==> src/sv/wbs_pkg.sv <==
// Shared constants, register indexes and the CORDIC angle table of the bearing steering block.
package wbs_pkg;

    // Default sizes handed to the top level parameters.
    localparam int COORD_BITS_DEF    = 24;
    localparam int CORDIC_STAGES_DEF = 16;

    // Fixed field widths.
    localparam int HDG_W    = 16;
    localparam int ANG_W    = 16;
    localparam int GAIN_W   = 16;
    localparam int LIMIT_W  = 15;
    localparam int CFG_W    = 16;
    localparam int CFG_IDX_W = 1;

    // Register indexes on the configuration port.
    localparam logic [CFG_IDX_W-1:0] REG_STEER_GAIN  = 1'b0;
    localparam logic [CFG_IDX_W-1:0] REG_STEER_LIMIT = 1'b1;
    localparam logic [GAIN_W-1:0]    GAIN_RESET      = 16'd4096;
    localparam logic [LIMIT_W-1:0]   LIMIT_RESET     = 15'd4096;

    // Angles: the CORDIC runs at radians * 65536, results are radians * 8192.
    localparam int Z_W         = 20;
    localparam int PI_Q16      = 205887;
    localparam int TWO_PI_Q16  = 411775;
    localparam int PI_Q13      = 25736;
    localparam int TWO_PI_Q13  = 51472;
    localparam int STEER_MAX   = 25736;

    // Heading conversion: (deg128 * 205887 + 180 * 512) / (180 * 1024).
    // The divisor is 4096 * 45; the shift is free and 45 becomes a reciprocal
    // multiply that is exact for every 22-bit quotient.
    localparam int DEG_HALF_TURN   = 180;
    localparam int DEG_TO_RAD_MUL  = 205887;
    localparam int HALF_TURN_ROUND = DEG_HALF_TURN * 512;
    localparam int DIV_SHIFT       = 12;
    localparam int DIV_REST        = DEG_HALF_TURN * 1024 / 4096;
    localparam int PROD_W          = 34;
    localparam int QUOT_W          = PROD_W - DIV_SHIFT;
    localparam int RECIP_SHIFT     = 28;
    localparam longint RECIP_MUL   = ((64'd1 << RECIP_SHIFT) + DIV_REST - 1) / DIV_REST;
    localparam int HRAD_W          = 17;
    localparam int RECIP_W         = RECIP_SHIFT + HRAD_W;

    // Error and gain path.
    localparam int ERR_W    = HRAD_W + 1;
    localparam int MAG_W    = HRAD_W;
    localparam int GPROD_W  = GAIN_W + MAG_W;
    localparam int GAIN_FRAC = 12;
    localparam int GAINED_W = GPROD_W + 1 - GAIN_FRAC;

    // atan(2^-i) * 65536, rounded to nearest.
    function automatic logic signed [Z_W-1:0] atan_q16(input int idx);
        logic signed [Z_W-1:0] v;
        unique case (idx)
            0:       v = 20'sd51472;
            1:       v = 20'sd30386;
            2:       v = 20'sd16055;
            3:       v = 20'sd8150;
            4:       v = 20'sd4091;
            5:       v = 20'sd2047;
            6:       v = 20'sd1024;
            7:       v = 20'sd512;
            8:       v = 20'sd256;
            9:       v = 20'sd128;
            10:      v = 20'sd64;
            11:      v = 20'sd32;
            12:      v = 20'sd16;
            13:      v = 20'sd8;
            14:      v = 20'sd4;
            15:      v = 20'sd2;
            16:      v = 20'sd1;
            default: v = 20'sd0;
        endcase
        return v;
    endfunction

endpackage

==> src/sv/wbs_cordic_stage.sv <==
// One registered vectoring micro-rotation of the CORDIC atan2 chain.
module wbs_cordic_stage
    import wbs_pkg::*;
#(
    parameter int XW  = COORD_BITS_DEF + 4,
    parameter int IDX = 0
) (
    input  logic                 aclk,
    input  logic                 aresetn,
    input  logic                 en,
    input  logic                 in_valid,
    input  logic signed [XW-1:0] in_x,
    input  logic signed [XW-1:0] in_y,
    input  logic signed [Z_W-1:0] in_z,
    input  logic                 in_zero,
    output logic                 out_valid,
    output logic signed [XW-1:0] out_x,
    output logic signed [XW-1:0] out_y,
    output logic signed [Z_W-1:0] out_z,
    output logic                 out_zero
);

    logic signed [XW-1:0]  xs, ys, x_next, y_next;
    logic signed [Z_W-1:0] z_next, angle;
    logic                  valid_reg;
    logic signed [XW-1:0]  x_reg, y_reg;
    logic signed [Z_W-1:0] z_reg;
    logic                  zero_reg;

    assign xs    = in_x >>> IDX;
    assign ys    = in_y >>> IDX;
    assign angle = atan_q16(IDX);

    // Positive y turns clockwise, anything else counterclockwise.
    always_comb begin
        if (in_y > 0) begin
            x_next = in_x + ys;
            y_next = in_y - xs;
            z_next = in_z + angle;
        end else begin
            x_next = in_x - ys;
            y_next = in_y + xs;
            z_next = in_z - angle;
        end
    end

    always_ff @(posedge aclk) begin
        if (!aresetn) begin
            valid_reg <= 1'b0;
        end else if (en) begin
            valid_reg <= in_valid;
        end
    end

    always_ff @(posedge aclk) begin
        if (en) begin
            x_reg    <= x_next;
            y_reg    <= y_next;
            z_reg    <= z_next;
            zero_reg <= in_zero;
        end
    end

    assign out_valid = valid_reg;
    assign out_x     = x_reg;
    assign out_y     = y_reg;
    assign out_z     = z_reg;
    assign out_zero  = zero_reg;

endmodule

==> config.mk <==
export PLATFORM = sky130hd
export DESIGN_NAME = wbs_cordic_stage
export DESIGN_NICKNAME = d
export VERILOG_FILES = /design/src/sv/wbs_pkg.sv /design/src/sv/wbs_cordic_stage.sv
export SDC_FILE = /design/constraint.sdc
export NUM_CORES = 1
export LEC_CHECK = 0
export ABC_AREA = 1
export BUFFER_PORTS_ARGS = -buffer_cell sky130_fd_sc_hd__buf_2
export CORE_UTILIZATION = 37
export CTS_CLUSTER_DIAMETER = 60
export CTS_CLUSTER_SIZE = 28
export DETAILED_ROUTE_END_ITERATION = 10
export SKIP_LAST_GASP = 1
export SYNTH_ARGS = -nofsm -noshare
export SYNTH_HDL_FRONTEND = slang
export SYNTH_SLANG_ARGS = --single-unit
==> constraint.sdc <==
create_clock -name aclk -period 6.2 [get_ports aclk]
set_input_delay 0.31 -clock aclk [delete_from_list [all_inputs] [get_ports aclk]]
set_output_delay 0.31 -clock aclk [all_outputs]
set_load 0.01 [all_outputs]
Word-level counts from Yosys, hierarchy flattened
Cells that the tools add are included.

storage, ports and cells
  register bits = 78
  input port bits = 81
  output and inout bits = 78

cells by class
  $add $sub $neg = 5
  magnitude comparators = 1
  mux-type cells = 3

operators with widths
  operator                  count
  $mux W28                  2
  $sub A28 B28 Y28          2
  $add A28 B28 Y28          1
  $gt A28 B1 Y1 const B     1
  $add A20 B17 Y20 const B  1
  $mux W20                  1
  $sub A20 B17 Y20 const B  1

Logic depth before layout (Yosys ltp)
  depth after elaboration = 2
  mapped depth = 19
  mapped depth without buffers = 18

Worst setup path after synthesis
OpenSTA, ideal clock, no wires.

  path kind = in2reg
  start = input in_y[1]
  end = register z_reg[17] (netlist: out_z[17]), data pin
  data arrival time = 2.267 ns
  required time = 5.942 ns
  slack = 3.675 ns
  stages = 17
  path buffers = 1
  path through = inv_1 > nand3_1 > nor3_1 > nand3_1 > nand2_2 > buf_2 > ha_1 > a21oi_1 > nand2_1 > nand2_1 > nand2_1 > nand3_1 > nand2_1 > nand2_1 > inv_1 > o21ai_0 > nand2_1

between the ends
  longest elaborated chain between the ends = 2

RTL lines
  what                  line                    text
  from (decl)           wbs_cordic_stage.sv:13  input logic signed [XW-1:0] in_y,
  $gt A28 B1 Y1         wbs_cordic_stage.sv:36  if (in_y > 0) begin
  $mux W20              wbs_cordic_stage.sv:36
  via z_next[17]        wbs_cordic_stage.sv:24  logic signed [Z_W-1:0] z_next, angle;
  to (signal assigned)  wbs_cordic_stage.sv:59  z_reg <= z_next;
  to (decl)             wbs_cordic_stage.sv:27  logic signed [Z_W-1:0] z_reg;

The timed path passes the listed nets, and every way through them passes these cells.
A chain may end at the register's enable or synchronous reset.

Worst setup path in the final report
  start = input in_y[1]
  end = register z_reg[16] (netlist: out_z[16]), data pin

Same word-level chain as after synthesis.

==> results.txt <==
Largest net degree at the start of global routing: 79
# fillers: 2794
CP endpoint kind: flip-flop
Die Y: 164 um
Max-cap viol count: 0
First-pass GRT wire length: 49200 um
Die width: 164 um
Gr ovfl total: 0
Max VDD drop: 0.000133 V
Clock H-tree levels: 3
Final period util: 0.535
Area share of the largest cell type after synthesis: 0.236
Postcts setup bufs: 0
Io pins: 159
Number of synthesized register bits: 77
Asr flop ratio synth: 0
DR iter-0 viols: 850
I/O Buffers: 158
TritonCTS Buffers: 9
# diodes: 0
Register area: 0.00230 mm2
Fin cells: 2001
Result of the run: complete, no violations
Post-synth top flop: edfxtp_1
Tot GR Track Use: 0.242
Warnings from Yosys: 0
CP max FO: 68
Top cells by count, synth: nand2_1 (530), inv_1 (288), nand3_1 (144)
Via/cell ratio: 4.97
Synth Area per Inst: 6.30 um2
Multi-input gate area: 0.00599 mm2
Final setup TNS: 0 ps
Post-Syn Nets: 1713
Final #Nets: 1846
Fmax: 301 MHz
DRC viols: 0
Transition time of the tightest slew-check pin: 1130 ps
Count leader, synth: nand2_1
Pleak: 0.00606 uW
DR vias: 9941
Hpwl dp: 26400 um
# setup viols final: 0
CP startpoint: in_y[1]
Initial antenna violation count: 0
Site Rows: 58
Required @ worst endpoint: 6310 ps
Min Tclk post-route: 3320 ps
Clock Skew: 0 ps
Clk_lat worst skew: 350 ps
Drt first pass iters: 5
Routability cong.: 0.941
Starting Density: 0.380
Seq/Total Area, Yosys: 0.238
Root Driver: clkbuf_16
Post-Syn Area: 0.00965 mm2
Total die area: 0.0267 mm2
Per-cell routed wire length: 15.9 um
Worst Setup Start Kind: input pin
Area Overhead vs Synth: 13.0%
Synth cell types: 37
CP arrival: 3420 ps
Vias in the first global route: 9385
Routed WL: 31900 um
CTS-repair resized insts: 0
Clk slew on worst S/H paths: 70 ps
Crit Path Category: input pin to flip-flop
Hold Fails Final Rpt: 0
Min-delay src: in_zero
Number of synthesized flops with an enable pin: 76
RSZ-0062 raised after global routing: false
Leading area contributor after synthesis: edfxtp_1
Post-synthesis cell count: 1533
Slew headroom: 0.243
Antenna Violating Nets Remaining: 0
Core area: 0.0254 mm2
Power Density: 196 mW/mm2
CTS tree: yes
Placed insts: 1985
Clock Path Buffers: 2
Hold_buf cts: 0
Top cells by area, synth: edfxtp_1 (24%), nand2_1 (21%), ha_1 (12%)
Layout cells sized above 1: 0.129
Final core occ: 0.429
Clock tree sinks: 77
HP Class: input pin to flip-flop
Max-slew violations: 0
Worst reg2reg startpoint: out_valid$_SDFFE_PN0P_
## layer usage
layer,global-route usage,share of wire,up-vias
met5,0,0,-
met4,0.0985,0.033,0
met3,0.0249,0.065,47
met2,0.400,0.45,364
met1,0.320,0.45,4458
li1,-,-,5072
## flip-flops by register name (all words and copies together) (netlist names)
name       flops
out_x         28
out_zero       1
out_valid      1
out_y         27
out_z         20
## layout by cell type, fill, tap and decap left out, types with 29 or more instances in the layout
cell type / count
xor2_1: 29
inv_1: 288
nand4_1: 34
buf_2: 157
nand3_1: 144
nor2_1: 86
ha_1: 95
nand2_1: 530
a21oi_1: 75
edfxtp_1: 76
o21ai_0: 41
## per-stage QoR
step	hold WS [ps]	setup WS, ps	total power, uW	area, um2
after floorplan	403	3670	1280	9650
after global placement	486	2760	1560	10600
after detailed placement	491	2580	1570	10600
after CTS	116	2940	2150	10900
after global routing	121	2580	2270	10900
final	129	2880	2140	10900
## cell families (layout without fill, tap and decap cells)
group / Yosys count / after routing / share of synthesized area
xor+xnor: 34 / 34 / 0.0308
compound gates: 156 / 156 / 0.0900
buf+inv: 330 / 468 / 0.141
simple gates: 837 / 837 / 0.369
flops: 77 / 77 / 0.238
fa+ha+maj: 99 / 99 / 0.131
## where the power goes
part	internal, uW	switching, uW	total [uW]
clock	317	252	568
sequential	669	18.7	688
combinational	287	593	880
## layout make-up
| class | count | area share |
|---|---|---|
| clock buffers | 10 | 0.0210 |
| clock inverters | 6 | 0.00642 |
| inverters | 293 | 0.101 |
| multi-input cells | 1126 | 0.549 |
| flip-flops and latches | 77 | 0.211 |
| well taps | 330 | 0.0379 |
| repair buffers | 159 | 0.0734 |
## worst paths after layout
| path | endpoint | slack [ps] | cells past startpoint |
|---|---|---|---|
| max | out_z[16]$_DFFE_PP_ | 2880 | 16 |
| min | out_zero$_DFFE_PP_ | 130 | 1 |
| max reg2reg | out_valid$_SDFFE_PN0P_ | 5510 | 2 |
| min reg2reg | out_valid$_SDFFE_PN0P_ | 560 | 2 |
## worst max-delay path, stage by stage
cell      delay (ps)
buf_2            130
inv_1            160
nand3_1          160
nor3_1           320
nand3_1          190
nand2_2          110
buf_4            610
ha_1             430
a21oi_1          180
o21ai_0          140
a21oi_1          220
o21bai_1         140
nand2_1          120
nand2_1           60
nand2_1           60
nand2_1           40
No activity file was read; power rests on OpenSTA's default activity.
