## src/sv/wbs_pkg.sv

```systemverilog
// Shared constants, register indexes and the CORDIC angle table of the bearing steering block.
package wbs_pkg;

    // Default sizes handed to the top level parameters.
    localparam int COORD_BITS_DEF    = 24;
    localparam int CORDIC_STAGES_DEF = 16;

    // Fixed field widths.
    localparam int HDG_W    = 16;
    localparam int ANG_W    = 16;
    localparam int GAIN_W   = 16;
    localparam int LIMIT_W  = 15;
    localparam int CFG_W    = 16;
    localparam int CFG_IDX_W = 1;

    // Register indexes on the configuration port.
    localparam logic [CFG_IDX_W-1:0] REG_STEER_GAIN  = 1'b0;
    localparam logic [CFG_IDX_W-1:0] REG_STEER_LIMIT = 1'b1;
    localparam logic [GAIN_W-1:0]    GAIN_RESET      = 16'd4096;
    localparam logic [LIMIT_W-1:0]   LIMIT_RESET     = 15'd4096;

    // Angles: the CORDIC runs at radians * 65536, results are radians * 8192.
    localparam int Z_W         = 20;
    localparam int PI_Q16      = 205887;
    localparam int TWO_PI_Q16  = 411775;
    localparam int PI_Q13      = 25736;
    localparam int TWO_PI_Q13  = 51472;
    localparam int STEER_MAX   = 25736;

    // Heading conversion: (deg128 * 205887 + 180 * 512) / (180 * 1024).
    // The divisor is 4096 * 45; the shift is free and 45 becomes a reciprocal
    // multiply that is exact for every 22-bit quotient.
    localparam int DEG_HALF_TURN   = 180;
    localparam int DEG_TO_RAD_MUL  = 205887;
    localparam int HALF_TURN_ROUND = DEG_HALF_TURN * 512;
    localparam int DIV_SHIFT       = 12;
    localparam int DIV_REST        = DEG_HALF_TURN * 1024 / 4096;
    localparam int PROD_W          = 34;
    localparam int QUOT_W          = PROD_W - DIV_SHIFT;
    localparam int RECIP_SHIFT     = 28;
    localparam longint RECIP_MUL   = ((64'd1 << RECIP_SHIFT) + DIV_REST - 1) / DIV_REST;
    localparam int HRAD_W          = 17;
    localparam int RECIP_W         = RECIP_SHIFT + HRAD_W;

    // Error and gain path.
    localparam int ERR_W    = HRAD_W + 1;
    localparam int MAG_W    = HRAD_W;
    localparam int GPROD_W  = GAIN_W + MAG_W;
    localparam int GAIN_FRAC = 12;
    localparam int GAINED_W = GPROD_W + 1 - GAIN_FRAC;

    // atan(2^-i) * 65536, rounded to nearest.
    function automatic logic signed [Z_W-1:0] atan_q16(input int idx);
        logic signed [Z_W-1:0] v;
        unique case (idx)
            0:       v = 20'sd51472;
            1:       v = 20'sd30386;
            2:       v = 20'sd16055;
            3:       v = 20'sd8150;
            4:       v = 20'sd4091;
            5:       v = 20'sd2047;
            6:       v = 20'sd1024;
            7:       v = 20'sd512;
            8:       v = 20'sd256;
            9:       v = 20'sd128;
            10:      v = 20'sd64;
            11:      v = 20'sd32;
            12:      v = 20'sd16;
            13:      v = 20'sd8;
            14:      v = 20'sd4;
            15:      v = 20'sd2;
            16:      v = 20'sd1;
            default: v = 20'sd0;
        endcase
        return v;
    endfunction

endpackage

```

## src/sv/wbs_heading.sv

```systemverilog
// Heading conversion from degrees * 128 to radians * 8192, delayed to meet the bearing.
module wbs_heading
    import wbs_pkg::*;
#(
    parameter int LAT = CORDIC_STAGES_DEF + 1
) (
    input  logic              aclk,
    input  logic              en,
    input  logic [HDG_W-1:0]  heading_deg,
    output logic [HRAD_W-1:0] hrad
);

    localparam int DEPTH = LAT - 2;

    logic [PROD_W-1:0]  prod_reg, prod_next;
    logic [RECIP_W-1:0] recip_reg, recip_next;
    logic [HRAD_W-1:0]  hrad_reg [0:DEPTH-1];

    assign prod_next = PROD_W'(heading_deg) * PROD_W'(DEG_TO_RAD_MUL)
                     + PROD_W'(HALF_TURN_ROUND);
    // Floor division by 45 as a multiply by the rounded-up reciprocal.
    assign recip_next = RECIP_W'(prod_reg[PROD_W-1:DIV_SHIFT]) * RECIP_W'(RECIP_MUL);

    always_ff @(posedge aclk) begin
        if (en) begin
            prod_reg    <= prod_next;
            recip_reg   <= recip_next;
            hrad_reg[0] <= recip_reg[RECIP_SHIFT +: HRAD_W];
            for (int i = 1; i < DEPTH; i++) begin
                hrad_reg[i] <= hrad_reg[i-1];
            end
        end
    end

    assign hrad = hrad_reg[DEPTH-1];

endmodule

```

## config.mk

```make
export PLATFORM = sky130hd
export DESIGN_NAME = wbs_heading
export DESIGN_NICKNAME = d
export VERILOG_FILES = /design/src/sv/wbs_pkg.sv /design/src/sv/wbs_heading.sv
export SDC_FILE = /design/constraint.sdc
export NUM_CORES = 1
export LEC_CHECK = 0
export ABC_CLOCK_PERIOD_IN_PS = 6450
export BUFFER_PORTS_ARGS = -buffer_cell sky130_fd_sc_hd__buf_2
export CAP_MARGIN = 20
export CORE_MARGIN = 2
export CORE_UTILIZATION = 50
export DETAILED_ROUTE_END_ITERATION = 12
export MAX_ROUTING_LAYER = met4
export PLACE_DENSITY = 0.73
export SETUP_SLACK_MARGIN = 0.2
export SKIP_LAST_GASP = 1
export SYNTH_ARGS = -nofsm -noshare
export SYNTH_HDL_FRONTEND = slang
export SYNTH_SLANG_ARGS = --single-unit
export TNS_END_PERCENT = 20
```

## constraint.sdc

```tcl
create_clock -name aclk -period 6.45 [get_ports aclk]
set_clock_uncertainty 0.15 [all_clocks]
set_input_delay 0.645 -clock aclk [delete_from_list [all_inputs] [get_ports aclk]]
set_output_delay 0.645 -clock aclk [all_outputs]
set_load 0.005 [all_outputs]
```

# After elaboration in Yosys (flattened, before gate mapping)
# Memories as Yosys holds them, arrays and structs flattened.
# Cells that the tools add are included.
dict set report word_totals {
  inputBits 18
  n_memories 1
  ram_bits 255
  ff_bits 79
}
# name depth word_bits read_ports rd_ports_with_merged_regs wr line_no
set memory_table {}
lappend memory_table {hrad_reg 15 17 15 0 15 wbs_heading.sv:17} ;# logic [HRAD_W-1:0] hrad_reg [0:DEPTH-1];
dict set report classes {
  mul 2
  addsub 1
  mux 2
}
# operator count
set op_table {}
lappend op_table {{multiplier 22 x 23 -> 45 bit (second input constant)} 1}
lappend op_table {{adder 34 x 17 -> 34 bit (second input constant)} 1}
lappend op_table {{multiplier 16 x 18 -> 34 bit (second input constant)} 1}
lappend op_table {{2-to-1 mux 1 bit} 2}

# Depth between registers and ports, before layout
dict set report depth {
  word_depth 2
  ltp_mapped 22
  depth_no_buf 22
}

# Least setup slack after synthesis
# OpenSTA, ideal clock, no wires.
dict set report synth_path {
  path_kind {register to register}
  start {register prod_reg[29]}
  end {register recip_reg[43], data pin}
  stages_incl_launch_ff 21
  arrival_ns 5.748
  synth_period_minus_slack_ns 6.157
  n_path_buf 0
  slack_ns 0.293
  setup_time_ns 0.259
  cell_sequence {edfxtp_1 -> ha_1 -> inv_1 -> fa_1 -> inv_1 -> fa_1 -> fa_1 -> fa_1 -> fa_1 -> inv_1 -> fa_1 -> inv_1 -> ha_1 -> a21oi_1 -> a21boi_1 -> o311a_1 -> a211oi_1 -> nor4b_2 -> a21oi_1 -> and4_1 -> o31a_1}
}
dict set report synth_via {
  elab_chain_cells 1
}
# element line_no
set synth_rtl {}
lappend synth_rtl {{from (decl)} wbs_heading.sv:15} ;# logic [PROD_W-1:0] prod_reg, prod_next;
lappend synth_rtl {{from (signal assigned)} wbs_heading.sv:26} ;# prod_reg <= prod_next;
lappend synth_rtl {{multiplier 22 x 23 -> 45 bit} wbs_heading.sv:22} ;# assign recip_next = RECIP_W'(prod_reg[PROD_W-1:DIV_SHIFT]) * RECIP_W'(RECIP_MUL);
lappend synth_rtl {{net recip_next[43]} wbs_heading.sv:16} ;# logic [RECIP_W-1:0] recip_reg, recip_next;
lappend synth_rtl {{to (signal assigned)} wbs_heading.sv:27} ;# recip_reg <= recip_next;
lappend synth_rtl {{to (decl)} wbs_heading.sv:16}
# The timed path passes the listed nets, and every way through them passes these cells.
# A chain may end at the register's enable or synchronous reset.

# Worst setup path in the final report
dict set report layout_path {
  start {register prod_reg[32]}
  end {register recip_reg[42], data pin}
}
# Same word-level chain as after synthesis.

==> run_results.csv <==
group,metric,value,unit
synthesis,synth_area,0.0205,mm^2
floorplanning,io_pins,35,
worst_hold_path,hold_path_depth,0,
worst_setup_path,crit_fanout,4,
detailed_routing,drc,0,
synthesis,synthFlopType,"edfxtp_1",
clock_tree,cts.sinks,294,
clock_tree,htreeDepth,1,
sta,setup_violations,0,
worst_setup_path,cp.required,6.61,ns
detailed_routing,drt_iter0_drc,639,
sta,timing.final.max_slew_violations,0,
placed_design,place_congestion,1.01,
layout,final_net_count,2195,
placed_design,dpl_worst_slack,-0.121,ns
layout,final_util,56.6,%
synthesis,synth_top_area_share,43.0,%
clock_tree,cts_hold_buf,0,
worst_setup_path,r2r_cells,22,
placed_design,dp_cells,2122,
worst_hold_path,hold_class,"reg -> reg",
synthesis,syn_inst,1515,
clock_tree,cts_made_buffers,29,
synthesis,async_flop_share,0,%
worst_setup_path,rrSetupSlack,0.05,ns
sta,maxSlewHeadroom,27.9,%
worst_setup_path,arrival,6.57,ns
sta,rsz0062_at_grt,"true",
synthesis,yosysMostFrequentCell,"inv_1",
detailed_routing,first_pass_iters,6,
synthesis,synthTopCellsByArea,"edfxtp_1 (43%), ha_1 (20%), fa_1 (20%), inv_1 (6.9%), xnor2_1 (1.1%)",
worst_setup_path,r2r-end,"recip_reg[42]",
floorplanning,fp.dieW,207,um
detailed_routing,ant_nets,0,
detailed_routing,avgRoutedWirePerCell,16.8,um
floorplanning,row_count,74,
synthesis,ys_seq_elements,294,
synthesis,synth_warnings,0,
global_route,grt_use_total,18.4,%
detailed_routing,vias,10900,
detailed_routing,wl,36.7,mm
job,maxCapViolations,0,
detailed_routing,drt-vias-per-instance,5.00,
placed_design,portBuffers,34,
worst_setup_path,crit_type,"reg -> reg",
floorplanning,core,0.0406,mm^2
sta,min_period_over_period,99.3,%
layout,drive_above_1_share,12.4,%
global_route,grt_pass1_vias,11700,
sta,layout_setup_ws,0.0461,ns
synthesis,yosysSeqAreaShare,43.0,%
worst_setup_path,cp-start-kind,"flop",
layout,diodes,0,
clock_tree,clock_path_buffers,3,
clock_tree,cts_tree,"done",
placed_design,dpl.hpwl,28.8,mm
detailed_routing,routed-wl-met3,1.29,mm
sta,hold_violations,0,
worst_setup_path,crit_start,"prod_reg[32]",
detailed_routing,wl_met2,18.4,mm
outcome,status,"finished, final reports clean",
synthesis,syn-num-nets,2078,
clock_tree,insertion_delay,0.56,ns
global_route,grt_max_degree,220,
floorplanning,die_area,0.0427,mm^2
worst_hold_path,worstHoldEndpoint,"hrad_reg[0][11]",
worst_setup_path,end_kind,"flop",
sta,min_period,6.40,ns
global_route,antenna_found_initial,0,
floorplanning,die_y,207,um
global_route,grt_overflow_total,0,
clock_tree,root_buffer,"clkbuf_16",
synthesis,synth_top_cell_by_area,"edfxtp_1",
layout,syn_to_final_growth,12.1,%
floorplanning,start_util,50.5,%
global_route,grt_first_pass_wirelength,58.9,mm
layout,largest_reg_flops,255,
worst_setup_path,r2r-start,"prod_reg[32]",
clock_tree,clkTransAtPathRegs,0.07,ns
synthesis,synth.avg_cell_area,13.6,um^2
worst_hold_path,holdCritStartpoint,"recip_reg[39]",
detailed_routing,m1WireLength,15.8,mm
sta,max_freq,156,MHz
detailed_routing,highest_layer,"met4",
synthesis,yosys-top-cells-count,"inv_1 (379), ha_1 (336), edfxtp_1 (294)",
sta,worst_pin_slew,1.08,ns
synthesis,synth_edf_count,294,
layout,stdcell_count,2186,
synthesis,synth_cell_type_count,58,
repair_timing:
| action | in CTS | in global routing |
|---|---|---|
| resized for setup | 18 | 37 |
| pin swaps | 19 | 18 |
| endpoints found under the setup margin | 11 | 15 |
| buffers inserted | 6 | 5 |
worst max path at each step:
stage	slack (ns)	to	depth (start not counted)
detailed placement	-0.12	recip_reg[43]	22
global route	-0.17	recip_reg[42]	22
global placement	-0.05	recip_reg[43]	21
CTS	0.06	recip_reg[43]	22
finish	0.05	recip_reg[42]	22
floorplan	0.29	recip_reg[43]	20
metal layers:
layer	vias to the layer above	GRT usage (%)
li1	5300	-
met1	5350	22.9
met2	193	31.4
met3	79	2.17
met4	0	6.07
met5	-	-
cell families after synthesis:
kind of cell / after synthesis / synth area share (%)
AO/OA/AOI/OAI: 130 / 4.19
AND/OR/NAND/NOR: 106 / 2.62
XOR/XNOR: 42 / 1.79
buffers and inverters: 398 / 7.58
adder cells (fa/ha/maj): 545 / 40.8
flip-flops: 294 / 43.0
cells in the final DEF (no fill, tap or decap), drive strengths merged, types with 7 or more instances in the layout:
| master | count |
|---|---|
| a21o | 15 |
| xor2 | 16 |
| a21oi | 42 |
| ha | 336 |
| o21ai | 24 |
| inv | 384 |
| clkbuf | 30 |
| nand3 | 10 |
| edfxtp | 294 |
| nand4 | 9 |
| xnor2 | 26 |
| buf | 104 |
| fa | 209 |
| clkinv | 14 |
| nor2 | 28 |
| a31oi | 7 |
| nand2 | 28 |
| a211oi | 11 |
area by class of cell:
class,instances,area (um^2)
Tap cell,532,666
Fill cell,3185,17600
Sequential cell,294,8830
Clock inverter,23,218
Clock buffer,30,729
Timing Repair Buffer,104,741
Inverter,380,1430
Multi-Input combinational cell,823,10400
worst max-delay path, stage by stage, from the launching register on:
cell	delay [ns]
edfxtp_1	0.38
buf_4	0.15
buf_4	0.13
ha_1	0.26
fa_1	0.47
fa_1	0.55
inv_1	0.08
fa_1	0.49
inv_1	0.05
fa_1	0.47
inv_1	0.05
fa_1	0.47
inv_1	0.04
ha_1	0.27
ha_1	0.32
a21o_1	0.20
a211oi_2	0.26
a21oi_2	0.11
or4_4	0.45
o311ai_4	0.37
nand3b_4	0.15
a21oi_2	0.17
xnor2_1	0.08
metrics by stage:
step	setup TNS (ns)	hold slack (ns)	area (um^2)
4_1_cts	0	0.263	22800
2_1_floorplan	0	0.250	20500
3_3_place_gp	-0.0483	0.253	21700
6_report	0	0.265	23000
5_1_grt	-0.546	0.273	23000
3_5_place_dp	-0.183	0.255	21700
Power is not shown: default switching activity piles up to over one toggle a cycle in this logic, so the estimate is an artifact.
