==> src/sv/wbs_pkg.sv <==
// Shared constants, register indexes and the CORDIC angle table of the bearing steering block.
package wbs_pkg;

    // Default sizes handed to the top level parameters.
    localparam int COORD_BITS_DEF    = 24;
    localparam int CORDIC_STAGES_DEF = 16;

    // Fixed field widths.
    localparam int HDG_W    = 16;
    localparam int ANG_W    = 16;
    localparam int GAIN_W   = 16;
    localparam int LIMIT_W  = 15;
    localparam int CFG_W    = 16;
    localparam int CFG_IDX_W = 1;

    // Register indexes on the configuration port.
    localparam logic [CFG_IDX_W-1:0] REG_STEER_GAIN  = 1'b0;
    localparam logic [CFG_IDX_W-1:0] REG_STEER_LIMIT = 1'b1;
    localparam logic [GAIN_W-1:0]    GAIN_RESET      = 16'd4096;
    localparam logic [LIMIT_W-1:0]   LIMIT_RESET     = 15'd4096;

    // Angles: the CORDIC runs at radians * 65536, results are radians * 8192.
    localparam int Z_W         = 20;
    localparam int PI_Q16      = 205887;
    localparam int TWO_PI_Q16  = 411775;
    localparam int PI_Q13      = 25736;
    localparam int TWO_PI_Q13  = 51472;
    localparam int STEER_MAX   = 25736;

    // Heading conversion: (deg128 * 205887 + 180 * 512) / (180 * 1024).
    // The divisor is 4096 * 45; the shift is free and 45 becomes a reciprocal
    // multiply that is exact for every 22-bit quotient.
    localparam int DEG_HALF_TURN   = 180;
    localparam int DEG_TO_RAD_MUL  = 205887;
    localparam int HALF_TURN_ROUND = DEG_HALF_TURN * 512;
    localparam int DIV_SHIFT       = 12;
    localparam int DIV_REST        = DEG_HALF_TURN * 1024 / 4096;
    localparam int PROD_W          = 34;
    localparam int QUOT_W          = PROD_W - DIV_SHIFT;
    localparam int RECIP_SHIFT     = 28;
    localparam longint RECIP_MUL   = ((64'd1 << RECIP_SHIFT) + DIV_REST - 1) / DIV_REST;
    localparam int HRAD_W          = 17;
    localparam int RECIP_W         = RECIP_SHIFT + HRAD_W;

    // Error and gain path.
    localparam int ERR_W    = HRAD_W + 1;
    localparam int MAG_W    = HRAD_W;
    localparam int GPROD_W  = GAIN_W + MAG_W;
    localparam int GAIN_FRAC = 12;
    localparam int GAINED_W = GPROD_W + 1 - GAIN_FRAC;

    // atan(2^-i) * 65536, rounded to nearest.
    function automatic logic signed [Z_W-1:0] atan_q16(input int idx);
        logic signed [Z_W-1:0] v;
        unique case (idx)
            0:       v = 20'sd51472;
            1:       v = 20'sd30386;
            2:       v = 20'sd16055;
            3:       v = 20'sd8150;
            4:       v = 20'sd4091;
            5:       v = 20'sd2047;
            6:       v = 20'sd1024;
            7:       v = 20'sd512;
            8:       v = 20'sd256;
            9:       v = 20'sd128;
            10:      v = 20'sd64;
            11:      v = 20'sd32;
            12:      v = 20'sd16;
            13:      v = 20'sd8;
            14:      v = 20'sd4;
            15:      v = 20'sd2;
            16:      v = 20'sd1;
            default: v = 20'sd0;
        endcase
        return v;
    endfunction

endpackage

==> src/sv/wbs_steer.sv <==
// Bearing wrap and rounding, heading error, proportional gain and output clamp stages.
module wbs_steer
    import wbs_pkg::*;
(
    input  logic                     aclk,
    input  logic                     aresetn,
    input  logic                     en,
    input  logic                     in_valid,
    input  logic signed [Z_W-1:0]    in_z,
    input  logic                     in_zero,
    input  logic [HRAD_W-1:0]        in_hrad,
    input  logic [GAIN_W-1:0]        gain,
    input  logic [LIMIT_W-1:0]       limit,
    output logic                     out_valid,
    output logic signed [ANG_W-1:0]  steer_angle,
    output logic [ANG_W-1:0]         bearing,
    output logic                     turn_left,
    output logic                     limited
);

    // Bearing stage.
    logic signed [Z_W-1:0] z_wrap, z_round;
    logic [ANG_W-1:0]      brg_raw, brg_next;
    logic                  f_valid_reg;
    logic [ANG_W-1:0]      f_brg_reg;
    logic [HRAD_W-1:0]     f_hrad_reg;

    // Error stage.
    logic signed [ERR_W-1:0] err;
    logic [ERR_W-1:0]        err_abs;
    logic                    left_next;
    logic                    e_valid_reg, e_left_reg;
    logic [MAG_W-1:0]        e_mag_reg;
    logic [ANG_W-1:0]        e_brg_reg;

    // Gain stage.
    logic                    g_valid_reg, g_left_reg, g_over_reg;
    logic [GPROD_W-1:0]      g_prod_reg;
    logic [ANG_W-1:0]        g_brg_reg;

    // Output stage.
    logic [GPROD_W:0]        gained_sum;
    logic [GAINED_W-1:0]     pick, mag;
    logic                    cap;
    logic                    valid_reg, left_reg, limited_reg;
    logic signed [ANG_W-1:0] steer_reg;
    logic [ANG_W-1:0]        brg_reg;

    assign z_wrap  = (in_z < 0) ? in_z + Z_W'(TWO_PI_Q16) : in_z;
    assign z_round = z_wrap + Z_W'(4);
    assign brg_raw = z_round[Z_W-2:3];
    assign brg_next = (in_zero || brg_raw >= ANG_W'(TWO_PI_Q13)) ? '0 : brg_raw;

    assign err     = $signed({1'b0, f_hrad_reg}) - $signed({2'b0, f_brg_reg});
    assign err_abs = (err < 0) ? ERR_W'(-err) : ERR_W'(err);

    // A positive error turns left only at half a turn or more; zero counts as left.
    always_comb begin
        if (err > 0) begin
            left_next = (err >= ERR_W'(PI_Q13));
        end else begin
            left_next = (err_abs < ERR_W'(PI_Q13));
        end
    end

    assign gained_sum = {1'b0, g_prod_reg} + (GPROD_W + 1)'(2048);

    always_comb begin
        pick = g_over_reg ? GAINED_W'(limit) : gained_sum[GPROD_W:GAIN_FRAC];
        cap  = g_over_reg;
        mag  = pick;
        if (pick > GAINED_W'(STEER_MAX)) begin
            mag = GAINED_W'(STEER_MAX);
            cap = 1'b1;
        end
    end

    always_ff @(posedge aclk) begin
        if (!aresetn) begin
            f_valid_reg <= 1'b0;
            e_valid_reg <= 1'b0;
            g_valid_reg <= 1'b0;
            valid_reg   <= 1'b0;
        end else if (en) begin
            f_valid_reg <= in_valid;
            e_valid_reg <= f_valid_reg;
            g_valid_reg <= e_valid_reg;
            valid_reg   <= g_valid_reg;
        end
    end

    always_ff @(posedge aclk) begin
        if (en) begin
            f_brg_reg   <= brg_next;
            f_hrad_reg  <= in_hrad;
            e_mag_reg   <= err_abs[MAG_W-1:0];
            e_left_reg  <= left_next;
            e_brg_reg   <= f_brg_reg;
            g_prod_reg  <= GPROD_W'(gain) * GPROD_W'(e_mag_reg);
            g_over_reg  <= (e_mag_reg > MAG_W'(limit));
            g_left_reg  <= e_left_reg;
            g_brg_reg   <= e_brg_reg;
            steer_reg   <= g_left_reg ? -ANG_W'(mag) : ANG_W'(mag);
            left_reg    <= g_left_reg;
            limited_reg <= cap;
            brg_reg     <= g_brg_reg;
        end
    end

    assign out_valid   = valid_reg;
    assign steer_angle = steer_reg;
    assign bearing     = brg_reg;
    assign turn_left   = left_reg;
    assign limited     = limited_reg;

    a_steer_range: assert property (@(posedge aclk) disable iff (!aresetn)
        valid_reg |-> (steer_reg <= ANG_W'(STEER_MAX)) && (steer_reg >= -ANG_W'(STEER_MAX)))
        else $error("steering command outside its range");

    a_bearing_range: assert property (@(posedge aclk) disable iff (!aresetn)
        valid_reg |-> (brg_reg < ANG_W'(TWO_PI_Q13)))
        else $error("bearing not wrapped below two pi");

    a_sign_matches_turn: assert property (@(posedge aclk) disable iff (!aresetn)
        valid_reg |-> (left_reg ? (steer_reg <= 0) : (steer_reg >= 0)))
        else $error("steering sign disagrees with turn direction");

endmodule

==> config.mk <==
export PLATFORM = sky130hd
export DESIGN_NAME = wbs_steer
export DESIGN_NICKNAME = d
export VERILOG_FILES = /design/src/sv/wbs_pkg.sv /design/src/sv/wbs_steer.sv
export SDC_FILE = /design/constraint.sdc
export NUM_CORES = 1
export LEC_CHECK = 0
export BUFFER_PORTS_ARGS = -buffer_cell sky130_fd_sc_hd__buf_2
export CORE_MARGIN = 2
export CORE_UTILIZATION = 45
export DETAILED_ROUTE_END_ITERATION = 10
export GPL_TIMING_DRIVEN = 0
export MAX_ROUTING_LAYER = met4
export SLEW_MARGIN = 20
export SYNTH_ARGS = -nofsm -noshare
export SYNTH_HDL_FRONTEND = slang
export SYNTH_SLANG_ARGS = --single-unit
==> constraint.sdc <==
create_clock -name aclk -period 13.61 [get_ports aclk]
set_input_delay 0 -clock aclk [delete_from_list [all_inputs] [get_ports aclk]]
set_output_delay 0 -clock aclk [all_outputs]
set_load 0.01 [all_outputs]
Yosys cells after proc, flatten, opt, wreduce, memory -nomap -nowiden --
Index checks and enable logic that the tools add are counted.
Operators by class: multiplexer cells 6, add/subtract/negate cells 6, magnitude comparators 8, multipliers 1, shift operators 0, eq/ne operators 0, bitwise operators 0, reduce and logical (&&, ||, !) cells 1, divide/modulo/power cells 0
Operators by type and width (count):
- $add A33 B12 Y34 const B | 1
- $mul A16 B17 Y33 | 1
- $mux W16 | 2
- $gt A22 B15 Y1 const B | 1
- $mux W22 | 1
- $lt A20 B1 Y1 const B | 1
- $add A19 B18 Y19 const B | 1
- $add A19 B4 Y19 const B | 1
- $mux W19 | 1
- $ge A18 B16 Y1 const B | 1
- $gt A18 B1 Y1 const B | 1
- $lt A18 B1 Y1 const B | 1
- $lt A18 B15 Y1 const B | 1
- $mux W18 | 1
- $neg A18 Y18 | 1
- $sub A17 B16 Y18 | 1
- $gt A17 B15 Y1 | 1
- $ge A16 B16 Y1 const B | 1
- $neg A16 Y16 | 1
- $logic_or A1 B1 Y1 | 1
- $mux W1 | 1
Word-level totals: latch bits 0, memories kept 0, register bits after elaboration 156, bits in writable memories 0, output and inout bits 35, input port bits 73, ROM bits 0

Depth between registers and ports, before layout --
Gate-level depths: netlist of run 1.
depth in word-level cells 6, gate-level depth with buffers 25, mapped depth without buffers 24

Least setup slack after synthesis of run 1 --
No wires, ideal clock.
kind reg-to-reg, start reg e_mag_reg[7], end reg g_prod_reg[32], data pin, arrival 6.196 ns, stages on the path, launching flop included 23, setup slack 7.154 ns, cells stage by stage edfxtp_1 > clkbuf_1 > nand2_1 > fa_1 > inv_1 > fa_1 > fa_1 > fa_1 > fa_1 > inv_1 > fa_1 > inv_1 > ha_1 > a2111oi_0 > o21ai_0 > o21ai_0 > a32oi_1 > a31oi_1 > o21ai_0 > a211o_1 > a21oi_1 > o21bai_1 > xnor2_1
On the way: longest elaborated chain between the ends 1
RTL lines:
- start, declared | line wbs_steer.sv:33 | logic [MAG_W-1:0] e_mag_reg;
- start signal, assigned | line wbs_steer.sv:96 | e_mag_reg <= err_abs[MAG_W-1:0];
- $mul A16 B17 Y33 | line wbs_steer.sv:99 | g_prod_reg <= GPROD_W'(gain) * GPROD_W'(e_mag_reg);
- end signal, assigned | line wbs_steer.sv:99
- end, declared | line wbs_steer.sv:38 | logic [GPROD_W-1:0] g_prod_reg;
No other way between the ends. A chain may end at the register's enable or synchronous reset.

Worst setup path after layout of run 1 --
start reg e_mag_reg[15], end reg g_prod_reg[32], data pin
Same word-level chain as after synthesis.

==> results of run 1 <==
==> worst paths after layout <==
| check | startpoint | end | slack, ns |
|---|---|---|---|
| setup reg to reg | e_mag_reg[15] | g_prod_reg[32] | 5.58 |
| setup / recovery | e_mag_reg[15] | g_prod_reg[32] | 5.58 |
| hold / removal | in_z[8] | f_brg_reg[5] | 0.02 |
| hold reg to reg | e_left_reg | g_left_reg | 0.42 |
==> cell families after synthesis <==
logic type	synth area share, %
simple gates	16.8
buf+inv	8.33
fa+ha+maj	34.7
compound gates	9.08
flops	25.4
xor+xnor	4.80
mux	0.847
==> metrics by stage <==
step / setup slack (ns) / instances
6_report: 5.58 / 2441
5_1_grt: 5.13 / 2441
4_1_cts: 5.70 / 2441
3_5_place_dp: 5.73 / 2385
3_3_place_gp: 5.73 / 2384
2_1_floorplan: 7.15 / 1773
==> repair_timing <==
action                                 CTS  global route
endpoints found under the hold margin   67             0
hold buffers                            24             0
gates resized for setup                  0             0
==> area by class of cell <==
class	count	area (um2)
fillers	3469	18400
clock inverters	15	149
well taps	511	639
repair buffers	125	778
clock buffers	17	425
flip-flops and latches	145	4310
plain buffers	71	289
multi-input cells	1257	11300
inverters	300	1130
==> cells in the mapped netlist (all sizes together), types with 4 or more instances <==
library cell	count	area [um2]
inv	300	1130
nand2	217	815
fa	208	4160
edfxtp	141	4230
ha	137	1710
and2	131	821
nor2	85	319
xnor2	64	561
clkbuf	61	231
o21ai	52	260
a21oi	47	235
xor2	29	254
nor3	27	140
nand3	25	125
o21a	17	128
nand4	16	100
a21o	14	113
nor2b	13	81.3
a31oi	12	81.3
mux2i	11	110
buf	10	57.6
nand2b	10	65.1
a211oi	9	67.6
and3	9	56.3
o211ai	9	67.6
or3	8	50.1
a2111oi	7	67.6
o31ai	7	52.6
a31o	6	52.6
nand3b	6	45.0
or2	6	37.5
a21boi	5	37.5
a221oi	5	50.0
and4	5	43.8
nor4	5	31.3
a211o	4	35.0
dfxtp	4	80.1
o311ai	4	35.0
or3b	4	35.0
==> worst max-delay path, cell delays in order (launching register included) <==
cell and delay [ns]:
sky130_fd_sc_hd__edfxtp_1 0.32, sky130_fd_sc_hd__clkbuf_1 0.54, sky130_fd_sc_hd__clkbuf_1 0.53, sky130_fd_sc_hd__nand2_1 0.15
sky130_fd_sc_hd__fa_1 0.48, sky130_fd_sc_hd__fa_1 0.50, sky130_fd_sc_hd__inv_1 0.06, sky130_fd_sc_hd__fa_1 0.52
sky130_fd_sc_hd__fa_1 0.44, sky130_fd_sc_hd__fa_1 0.54, sky130_fd_sc_hd__inv_1 0.05, sky130_fd_sc_hd__fa_1 0.59
sky130_fd_sc_hd__inv_1 0.06, sky130_fd_sc_hd__ha_1 0.34, sky130_fd_sc_hd__a2111oi_0 0.37, sky130_fd_sc_hd__o21ai_0 0.14
sky130_fd_sc_hd__o21ai_0 0.24, sky130_fd_sc_hd__o2111ai_1 0.37, sky130_fd_sc_hd__a31oi_1 0.43, sky130_fd_sc_hd__o21ai_0 0.30
sky130_fd_sc_hd__a211o_1 0.35, sky130_fd_sc_hd__a21oi_1 0.22, sky130_fd_sc_hd__o21bai_1 0.10, sky130_fd_sc_hd__xnor2_1 0.13
==> metal layers <==
layer / routed length, um / track usage [%] / vias to the layer above
li1: - / - / 6077
met1: 18700 / 30.5 / 6331
met2: 20000 / 36.7 / 323
met3: 2130 / 3.73 / 49
met4: 791 / 5.85 / 0
met5: 0 / - / -
==> results.md, run 1 <==
| Step | Parameter | Reported |
| --- | --- | --- |
| finish | Number of flip-flops in the largest register | 22 |
| route | Total wire length | 41700 um |
| synthesis | Number of flops mapped to enable cells by yosys | 141 |
| synthesis | Sequential element share of the synthesized area | 25.4% |
| cts | Buffer cell driving the clock tree root | sky130_fd_sc_hd__clkbuf_16 |
| hold path | Cell count of the worst hold path | 3 |
| synthesis | Number of distinct standard cells referenced by the synthesized netlist | 81 |
| timing | Max Transition Viols Final | 0 |
| flow run | Max Cap Violations | 0 |
| setup path | Maximum fanout along the worst path | 10 |
| timing | Min Hold Slack | 0.0228 ns |
| cts | Number of H-tree levels | 4 |
| placed design | HPWL after detailed placement | 32700 um |
| timing | Total Neg Setup Slack | 0 ns |
| synthesis | Number of synthesized register bits | 145 |
| finish | Leading cell type in the layout, fill and taps excluded | sky130_fd_sc_hd__inv_1 |
| timing | Share of the clock period used by the worst path | 59.0% |
| floorplan | Die Height | 198 um |
| floorplan | Initial standard-cell utilization of the core | 45.4% |
| setup path | Crit path kind | reg -> reg |
| timing | Worst slew slack as a fraction of its limit | 47.0% |
| setup path | Data required time at the worst endpoint | 13.78 ns |
| global route | Pin count of the biggest net entering global routing | 93 |
| synthesis | Syn Area/Cell | 9.58 um2 |
| route | Iteration-0 DRC Markers | 782 |
| setup path | Startpoint types | flip-flop |
| route | Antenna-violating nets left | 0 |
| synthesis | Syn_nets | 2191 |
| floorplan | Full die area | 0.0393 mm2 |
| timing | Highest attainable clock frequency | 125 MHz |
| placed design | Routability cong. | 0.898 |
| hold path | Tightest Hold Check Type | in -> reg |
| floorplan | Core box area | 0.0374 mm2 |
| route | DRT Pass-1 Iters | 5 |
| timing | Setup clock skew after layout | 0.0102 ns |
| route | Via Count | 12800 |
| route | Remaining design rule violation count | 0 |
| synthesis | Count of yosys warnings during synthesis | 0 |
| setup path | Category of the worst setup path capture point | flip-flop |
| synthesis | Post-synth design cell area | 0.0170 mm2 |
| synthesis | Post-Synthesis Cells | 1773 |
| cts | Clock latency at the later pin of the worst-skew pair | 0.43 ns |
| finish | Final core area utilization | 50.7% |
| cts | Sink count of the clock tree | 145 |
| timing | Finish-stage setup viols | 0 |
| global route | Number of global-route vias before repair | 12800 |
| floorplan | Die W | 198 um |
| timing | Endpoints failing hold | 0 |
| cts | TritonCTS clock tree | yes |
| synthesis | Most instantiated flip-flop cell in the synthesis netlist | sky130_fd_sc_hd__edfxtp_1 |
| floorplan | Core Rows | 71 |
| cts | Clock tree buffer depth | 2 |
| floorplan | I/O pin count | 108 |
| global route | Global-route wire length before repair | 67400 um |
| setup path | Worst reg2reg path depth | 23 |
| finish | Count of antenna diodes in the layout | 0 |
| cts | Number of buffers added for setup after CTS | 0 |
| placed design | IO Port Bufs | 100 |
| finish | Layout Nets | 2335 |
| finish | Area Growth Syn to Fin | 11.7% |
| route | Detail-routed via count per cell | 5.24 |
| placed design | Placement Cell Area | 0.0182 mm2 |
| synthesis | Post-synthesis async set-or-reset flop share | 0% |
| timing | Final Critical Period | 8.03 ns |
| timing | Slew @ Worst Pin | 0.792 ns |
| global route | Total global routing track utilization | 22.9% |
| route | Detailed-route wire length per cell | 17.1 um |
| run status | Status | finished, final reports clean |
| finish | Final cell area excluding filler cells | 0.0190 mm2 |
| finish | Commonest cells after routing, fill and taps aside | sky130_fd_sc_hd__inv_1 (300), sky130_fd_sc_hd__nand2_1 (217), sky130_fd_sc_hd__fa_1 (208) |
| global route | GRT overflow | 0 |
| finish | Layout cells sized above 1 | 8.96% |
| global route | Initial antenna violation count | 1 |
| cts | CTS Buf Count | 17 |
| setup path | Data arrival at the endpoint of the critical path | 8.20 ns |
| timing | Unrepaired setup endpoints after global routing | false |
| cts | Clock transition at the register clock pins on the worst setup and hold paths after CTS | 0.07 ns |
Power of run 1 is not shown: default switching activity piles up to over one toggle a cycle in this logic, so the estimate is an artifact.
==> run 2, diff against run 1 <==
--- a/config.mk
+++ b/config.mk
@@ -5,6 +5,7 @@
 export SDC_FILE = /design/constraint.sdc
 export NUM_CORES = 1
 export LEC_CHECK = 0
+export ABC_AREA = 1
 export BUFFER_PORTS_ARGS = -buffer_cell sky130_fd_sc_hd__buf_2
 export CORE_MARGIN = 2
 export CORE_UTILIZATION = 45
==> constraint.sdc (replaced) <==
create_clock -name aclk -period 8.1 [get_ports aclk]
set_input_delay 0 -clock aclk [delete_from_list [all_inputs] [get_ports aclk]]
set_output_delay 0 -clock aclk [all_outputs]
set_load 0.01 [all_outputs]
==> results.md, run 2 <==
| Step | Parameter | Reported | Delta |
| --- | --- | --- | --- |
| setup path | Data required time at the worst endpoint | 8.35 ns | was 13.78 ns |
| cts | Sink count of the clock tree | 145 | unchanged |
| route | Detailed-route wire length per cell | 15.2 um | was 17.1 um |
| synthesis | Share of the synthesized area in the top cell type | 24.4% | was 24.9% |
| timing | Unrepaired setup endpoints after global routing | false | unchanged |
| synthesis | Number of synthesized register bits | 145 | unchanged |
| setup path | Crit path kind | reg -> reg | unchanged |
| synthesis | Syn_nets | 2533 | was 2191 |
| finish | Number of fill cells | 3778 | was 3469 |
| global route | Global-route wire length before repair | 69500 um | was 67400 um |
| synthesis | Count of yosys warnings during synthesis | 0 | unchanged |
| flow run | Max Cap Violations | 0 | unchanged |
| timing | Worst slew slack as a fraction of its limit | 46.7% | was 47.0% |
| route | Antenna-violating nets left | 0 | unchanged |
| route | Total wire length | 42200 um | was 41700 um |
| setup path | Category of the worst setup path capture point | flip-flop | unchanged |
| cts | Number of buffers added for setup after CTS | 0 | unchanged |
| synthesis | Most common library cells after synthesis | sky130_fd_sc_hd__nand2_1 (554), sky130_fd_sc_hd__inv_1 (497), sky130_fd_sc_hd__fa_1 (208) | was sky130_fd_sc_hd__inv_1 (300), sky130_fd_sc_hd__nand2_1 (217), sky130_fd_sc_hd__fa_1 (208) |
| synthesis | Post-synthesis async set-or-reset flop share | 0% | unchanged |
| global route | Pin count of the biggest net entering global routing | 89 | was 93 |
| timing | Slew @ Worst Pin | 0.800 ns | was 0.792 ns |
| cts | Buffer cell driving the clock tree root | sky130_fd_sc_hd__clkbuf_16 | unchanged |
| route | Via Count | 13400 | was 12800 |
| timing | Share of the clock period used by the worst path | 91.4% | was 59.0% |
| global route | GRT overflow | 0 | unchanged |
| placed design | Routability cong. | 0.913 | was 0.898 |
| cts | Cts-stage hold buffer count | 20 | was 24 |
| cts | Clock latency at the later pin of the worst-skew pair | 0.43 ns | about the same |
| setup path | Data arrival at the endpoint of the critical path | 7.65 ns | was 8.20 ns |
| synthesis | Syn Area/Cell | 8.21 um2 | was 9.58 um2 |
| placed design | IO Port Bufs | 90 | was 100 |
| global route | Total global routing track utilization | 22.5% | was 22.9% |
| cts | Resized Gates After CTS | 0 | unchanged |
| synthesis | Most frequently used cell type in the post-synthesis netlist | sky130_fd_sc_hd__nand2_1 | was sky130_fd_sc_hd__inv_1 |
| synthesis | Leading area contributor after synthesis | sky130_fd_sc_hd__edfxtp_1 | unchanged |
| synthesis | Post-synth design cell area | 0.0174 mm2 | was 0.0170 mm2 |
| setup path | Startpoint types | flip-flop | unchanged |
| cts | TritonCTS clock tree | yes | unchanged |
| floorplan | Full die area | 0.0402 mm2 | was 0.0393 mm2 |
| hold path | Tightest Hold Check Type | in -> reg | unchanged |
| synthesis | Number of distinct standard cells referenced by the synthesized netlist | 47 | was 81 |
| cts | Clock transition at the register clock pins on the worst setup and hold paths after CTS | 0.07 ns | about the same |
| timing | Max Transition Viols Final | 0 | unchanged |
| cts | Clock tree buffer depth | 2 | unchanged |
| route | Iteration-0 DRC Markers | 844 | was 782 |
| timing | Final Critical Period | 7.40 ns | was 8.03 ns |
| floorplan | Initial standard-cell utilization of the core | 45.9% | was 45.4% |
| finish | Number of flip-flops in the largest register | 22 | unchanged |
| timing | Highest attainable clock frequency | 135 MHz | was 125 MHz |
| synthesis | Synth area leaders | sky130_fd_sc_hd__edfxtp_1 (24%), sky130_fd_sc_hd__fa_1 (24%), sky130_fd_sc_hd__nand2_1 (12%), sky130_fd_sc_hd__inv_1 (11%), sky130_fd_sc_hd__ha_1 (9.9%) | was sky130_fd_sc_hd__edfxtp_1 (25%), sky130_fd_sc_hd__fa_1 (25%), sky130_fd_sc_hd__ha_1 (10%), sky130_fd_sc_hd__inv_1 (6.6%), sky130_fd_sc_hd__nand2_1 (4.8%) |
| global route | Number of global-route vias before repair | 13600 | was 12800 |
| timing | Setup clock skew after layout | 0.0118 ns | was 0.0102 ns |
| floorplan | I/O pin count | 108 | unchanged |
| placed design | HPWL after detailed placement | 35000 um | was 32700 um |
| synthesis | Sequential element share of the synthesized area | 24.8% | was 25.4% |
| finish | Commonest cells after routing, fill and taps aside | sky130_fd_sc_hd__nand2_1 (554), sky130_fd_sc_hd__inv_1 (497), sky130_fd_sc_hd__fa_1 (208) | was sky130_fd_sc_hd__inv_1 (300), sky130_fd_sc_hd__nand2_1 (217), sky130_fd_sc_hd__fa_1 (208) |
| finish | Count of antenna diodes in the layout | 0 | unchanged |
| timing | Total Neg Setup Slack | 0 ns | unchanged |
| floorplan | Die W | 200 um | was 198 um |
| synthesis | Most instantiated flip-flop cell in the synthesis netlist | sky130_fd_sc_hd__edfxtp_1 | unchanged |
| timing | Endpoints failing hold | 0 | unchanged |
| finish | Layout Nets | 2663 | was 2335 |
| synthesis | Post-Synthesis Cells | 2115 | was 1773 |
| synthesis | Number of flops mapped to enable cells by yosys | 141 | unchanged |
| cts | CTS Buf Count | 17 | unchanged |
| floorplan | Die Height | 200 um | was 198 um |
| finish | Layout cells sized above 1 | 8.81% | was 8.96% |
| finish | Leading cell type in the layout, fill and taps excluded | sky130_fd_sc_hd__nand2_1 | was sky130_fd_sc_hd__inv_1 |
| route | Detail-routed via count per cell | 4.85 | was 5.24 |
| floorplan | Core box area | 0.0378 mm2 | was 0.0374 mm2 |
| cts | Number of H-tree levels | 4 | unchanged |
| floorplan | Core Rows | 71 | unchanged |
| run status | Status | finished, final reports clean | unchanged |
| finish | Area Growth Syn to Fin | 11.1% | was 11.7% |
| setup path | Maximum fanout along the worst path | 10 | unchanged |
| route | DRT Pass-1 Iters | 5 | unchanged |
| route | Remaining design rule violation count | 0 | unchanged |
| timing | Finish-stage setup viols | 0 | unchanged |
| global route | Initial antenna violation count | 1 | unchanged |
-- run 2: cell count changes after synthesis, moves of 17 or more --
cell | before | now
sky130_fd_sc_hd__nor2_1 | 85 | 115
sky130_fd_sc_hd__xnor2_1 | 64 | 17
sky130_fd_sc_hd__and2_1 | 129 | 2
sky130_fd_sc_hd__nand2_2 | 0 | 19
sky130_fd_sc_hd__nand2_1 | 217 | 554
sky130_fd_sc_hd__nor2_2 | 0 | 17
sky130_fd_sc_hd__nand3_1 | 25 | 85
sky130_fd_sc_hd__o21ai_0 | 46 | 27
sky130_fd_sc_hd__xor2_1 | 29 | 51
sky130_fd_sc_hd__inv_1 | 300 | 497
-- run 2: per-layer routing --
layer	up-vias	track usage [%]	part of all wire, %
li1	6636	-	-
met2	349	35.3	46
met4	0	4.52	1.7
met5	-	-	0
met1	6410	30.8	47
met3	40	3.98	6.1
-- run 2: path summary, 6_finish.rpt --
check                             startpoint        endpoint  slack (ns)  cells after the start
worst min register to register  g_brg_reg[5]      bearing[5]        0.42                      0
worst max-delay path            e_mag_reg[8]  g_prod_reg[27]        0.70                     26
worst min-delay path                      en   f_brg_reg[12]       0.009                      1
worst max register to register  e_mag_reg[8]  g_prod_reg[27]        0.70                     26
-- run 2: logic make-up after synthesis --
| logic type | synth area share [%] |
|---|---|
| xor gates and xnor gates | 3.62 |
| buffers and inverters | 12.7 |
| and+or+nand+nor | 21.4 |
| adders and majority gates | 33.9 |
| DFF | 24.8 |
| AOI/OAI and AO/OA | 3.58 |
-- run 2: layout make-up --
class                      instances  area (um2)  share of cell area, %
multi-input combinational       1390       10800                   56.2
sequential                       145        4310                   22.4
inverter                         505        1900                   9.84
timing repair buffer             111         688                   3.57
tap                              511         639                   3.31
clock buffer                      18         429                   2.22
buffer                            75         308                   1.60
clock inverter                    14         169                  0.876
-- run 2: through the flow --
step	util (%)	std cells	area (um2)	hold WS [ns]	setup WS (ns)
CTS	51.0	2769	19300	0.00650	0.623
global route	51.0	2769	19300	0.0165	0.319
finish	51.0	2769	19300	0.00877	0.700
global placement	48.8	2716	18500	0.178	0.674
detailed placement	48.9	2717	18500	0.178	0.639
floorplan	-	2115	17400	0.0989	2.10
-- run 2: critical path, cell delays in order, from the launching register on --
cell	delay [ns]
sky130_fd_sc_hd__edfxtp_1	0.40
sky130_fd_sc_hd__clkbuf_1	0.43
sky130_fd_sc_hd__clkbuf_1	0.61
sky130_fd_sc_hd__nand2_1	0.17
sky130_fd_sc_hd__fa_1	0.58
sky130_fd_sc_hd__fa_1	0.43
sky130_fd_sc_hd__fa_1	0.50
sky130_fd_sc_hd__fa_1	0.49
sky130_fd_sc_hd__inv_1	0.06
sky130_fd_sc_hd__fa_1	0.53
sky130_fd_sc_hd__inv_1	0.05
sky130_fd_sc_hd__fa_1	0.54
sky130_fd_sc_hd__inv_1	0.05
sky130_fd_sc_hd__ha_1	0.32
sky130_fd_sc_hd__nand2_1	0.09
sky130_fd_sc_hd__nor2_1	0.12
sky130_fd_sc_hd__nand2_1	0.07
sky130_fd_sc_hd__o211ai_1	0.35
sky130_fd_sc_hd__nand2_1	0.16
sky130_fd_sc_hd__nand2_1	0.15
sky130_fd_sc_hd__a21oi_1	0.12
sky130_fd_sc_hd__o21ai_1	0.28
sky130_fd_sc_hd__nand2_1	0.09
sky130_fd_sc_hd__o211ai_1	0.23
sky130_fd_sc_hd__nand2_1	0.09
sky130_fd_sc_hd__nand2_1	0.09
sky130_fd_sc_hd__xor2_1	0.22
Power of run 2 is left out for the same reason.
==> run 3, diff against run 2 <==
--- a/config.mk
+++ b/config.mk
@@ -7,8 +7,9 @@
 export LEC_CHECK = 0
 export ABC_AREA = 1
 export BUFFER_PORTS_ARGS = -buffer_cell sky130_fd_sc_hd__buf_2
-export CORE_MARGIN = 2
+export CORE_MARGIN = 4
 export CORE_UTILIZATION = 45
+export CTS_CLUSTER_SIZE = 14
 export DETAILED_ROUTE_END_ITERATION = 10
 export GPL_TIMING_DRIVEN = 0
 export MAX_ROUTING_LAYER = met4
==> results.md, run 3 (synthesis results as in run 2) <==
| Step | Parameter | Reported | Delta |
| --- | --- | --- | --- |
| run status | Status | finished, final reports clean | unchanged |
| timing | Slew @ Worst Pin | 0.808 ns | was 0.800 ns |
| cts | Buffer cell driving the clock tree root | sky130_fd_sc_hd__clkbuf_16 | unchanged |
| hold path | Cell count of the worst hold path | 1 | unchanged |
| setup path | Critical-path top delay cell | sky130_fd_sc_hd__fa_1 | was sky130_fd_sc_hd__clkbuf_1 |
| setup path | Minimum setup slack among reg-to-reg paths | 0.59 ns | was 0.70 ns |
| global route | Number of global-route vias before repair | 13800 | was 13600 |
| finish | Cell Count, Final, Fillers Out | 2770 | was 2769 |
| cts | Clock tree buffer depth | 2 | unchanged |
| global route | GRT overflow | 0 | unchanged |
| hold path | Hold path startpoint | en | unchanged |
| finish | Combined flip-flop and latch cell area | 0.00431 mm2 | unchanged |
| cts | Number of H-tree levels | 4 | unchanged |
| placed design | IO Port Bufs | 90 | unchanged |
| timing | Unrepaired setup endpoints after global routing | false | unchanged |
| setup path | Worst reg2reg path depth | 24 | was 26 |
| timing | Endpoints failing hold | 0 | unchanged |
| timing | Setup clock skew after layout | 0.0109 ns | was 0.0118 ns |
| floorplan | Full die area | 0.0418 mm2 | was 0.0402 mm2 |
| route | Met3 wirelength from detailed routing | 2460 um | was 2560 um |
| timing | Total Neg Setup Slack | 0 ns | unchanged |
| timing | Highest attainable clock frequency | 133 MHz | was 135 MHz |
| route | Antenna-violating nets left | 0 | unchanged |
| setup path | Cell occurring most often along the worst timing path | sky130_fd_sc_hd__fa_1 | was sky130_fd_sc_hd__nand2_1 |
| finish | Number of flip-flops in the largest register | 22 | unchanged |
| cts | Sink count of the clock tree | 145 | unchanged |
| floorplan | Die Height | 204 um | was 200 um |
| finish | Area of the multi-input gates | 0.0108 mm2 | unchanged |
| timing | Share of the clock period used by the worst path | 92.7% | was 91.4% |
| cts | CTS Buf Count | 17 | unchanged |
| global route | Pin count of the biggest net entering global routing | 95 | was 89 |
| floorplan | Die W | 204 um | was 200 um |
| setup path | Data required time at the worst endpoint | 8.26 ns | was 8.35 ns |
| timing | Max Transition Viols Final | 0 | unchanged |
| hold path | Tightest Hold Check Type | in -> reg | unchanged |
| timing | Finish-stage setup viols | 0 | unchanged |
| route | Iteration-0 DRC Markers | 1057 | was 844 |
| flow run | Max Cap Violations | 0 | unchanged |
| route | Detail-routed via count per cell | 4.93 | was 4.85 |
| route | Remaining design rule violation count | 0 | unchanged |
| setup path | Crit path kind | reg -> reg | unchanged |
| setup path | Startpoint types | flip-flop | unchanged |
| cts | Resized Gates After CTS | 0 | unchanged |
| route | Highest routed layer | met4 | unchanged |
| hold path | Hold path endpoint | f_brg_reg[14] | was f_brg_reg[12] |
| route | DRT Pass-1 Iters | 7 | was 5 |
| placed design | Routability cong. | 0.917 | was 0.913 |
| finish | Layout cells sized above 1 | 8.81% | unchanged |
| timing | Worst slew slack as a fraction of its limit | 46.1% | was 46.7% |
| finish | Area Growth Syn to Fin | 11.1% | about the same |
| route | Detailed-route wire length per cell | 15.5 um | was 15.2 um |
| route | Via Count | 13600 | was 13400 |
| setup path | Slowest Stage Delay on Critical Path | 0.59 ns | was 0.61 ns |
| cts | Clock transition at the register clock pins on the worst setup and hold paths after CTS | 0.06 ns | was 0.07 ns |
| setup path | Reg-to-reg critical path endpoint | g_prod_reg[28] | was g_prod_reg[27] |
| global route | Total global routing track utilization | 22.1% | was 22.5% |
| placed design | Post-Place Cells | 2717 | unchanged |
| finish | Commonest cells after routing, fill and taps aside | sky130_fd_sc_hd__nand2_1 (554), sky130_fd_sc_hd__inv_1 (497), sky130_fd_sc_hd__fa_1 (208) | unchanged |
| finish | Layout Nets | 2663 | unchanged |
| cts | Clock latency at the later pin of the worst-skew pair | 0.43 ns | about the same |
| timing | Min Hold Slack | 0.000295 ns | was 0.00877 ns |
| floorplan | I/O pin count | 108 | unchanged |
| setup path | Critical path, cell by cell | clkbuf_1 -> clkbuf_1 -> nand2_1 -> fa_1 -> fa_1 -> fa_1 -> fa_1 -> inv_1 -> fa_1 -> inv_1 -> fa_1 -> inv_1 -> ha_1 -> nand2_1 -> nor2_1 -> nand2_1 -> o211ai_1 -> nand2_1 -> a21oi_1 -> a21oi_1 -> nor2_1 -> or2_2 -> a31oi_1 -> xnor2_1 |  |
| route | Met2 wire length | 19800 um | was 19200 um |
| setup path | Data arrival at the endpoint of the critical path | 7.68 ns | was 7.65 ns |
| finish | Leading cell type in the layout, fill and taps excluded | sky130_fd_sc_hd__nand2_1 | unchanged |
| setup path | Category of the worst setup path capture point | flip-flop | unchanged |
| cts | TritonCTS clock tree | yes | unchanged |
| setup path | Maximum fanout along the worst path | 10 | unchanged |
| global route | Global-route wire length before repair | 71000 um | was 69500 um |
| setup path | Critical register-to-register path startpoint | e_mag_reg[8] | unchanged |
| global route | Initial antenna violation count | 2 | was 1 |
| floorplan | Core box area | 0.0378 mm2 | unchanged |
| placed design | HPWL after detailed placement | 35800 um | was 35000 um |
| timing | Final Critical Period | 7.51 ns | was 7.40 ns |
| floorplan | Core Rows | 71 | unchanged |
| floorplan | Initial standard-cell utilization of the core | 45.9% | unchanged |
| route | Met1 Wirelength | 19800 um | was 19700 um |
| route | Total wire length | 42900 um | was 42200 um |
| finish | Number of fill cells | 3637 | was 3778 |
## run 3: metal layers
layer	track usage, %	vias to the layer above
li1	-	6644
met1	30.5	6585
met2	34.8	370
met3	3.25	50
met4	5.14	0
met5	-	-
## run 3: cell type report
| class | count | share of cell area (%) |
|---|---|---|
| multi-input cells | 1390 | 56.2 |
| flip-flops and latches | 145 | 22.4 |
| inverters | 505 | 9.84 |
| repair buffers | 111 | 3.57 |
| well taps | 511 | 3.31 |
| clock buffers | 18 | 2.22 |
| plain buffers | 75 | 1.60 |
| clock inverters | 14 | 0.882 |
| diodes | 1 | 0.0130 |
## run 3: worst max-delay path by stage
stage,startpoint,to,slack (ns)
after global routing,e_mag_reg[8],g_prod_reg[27],0.13
after floorplan,e_mag_reg[8],g_prod_reg[31],2.10
after detailed placement,e_mag_reg[8],g_prod_reg[27],0.64
final,e_mag_reg[8],g_prod_reg[28],0.59
after global placement,e_mag_reg[8],g_prod_reg[27],0.65
after CTS,e_mag_reg[8],g_prod_reg[27],0.61
## run 3: critical path, delay by kind of cell, from the launching register on
kind | cells | cell delay [ns]
xor+xnor | 1 | 0.17
buf+inv | 5 | 1.24
fa+ha+maj | 7 | 3.44
compound gates | 4 | 1.06
simple gates | 7 | 0.95
flops | 1 | 0.40
## run 3: stage by stage
| step | worst slack [ns] | utilization [%] | cell area [um2] |
|---|---|---|---|
| 6_report | 0.587 | 51.0 | 19300 |
| 5_1_grt | 0.128 | 51.0 | 19300 |
| 4_1_cts | 0.612 | 51.0 | 19300 |
| 3_5_place_dp | 0.644 | 48.9 | 18500 |
| 3_3_place_gp | 0.647 | 48.8 | 18500 |
| 2_1_floorplan | 2.10 | - | 17400 |
## run 3: repair_timing
item | CTS | global route
hold buffers | 20 | 0
hold endpoints to repair | 21 | 0
buffers inserted | 0 | 0
setup endpoints to repair | 0 | 0
Power of run 3 is left out for the same reason.
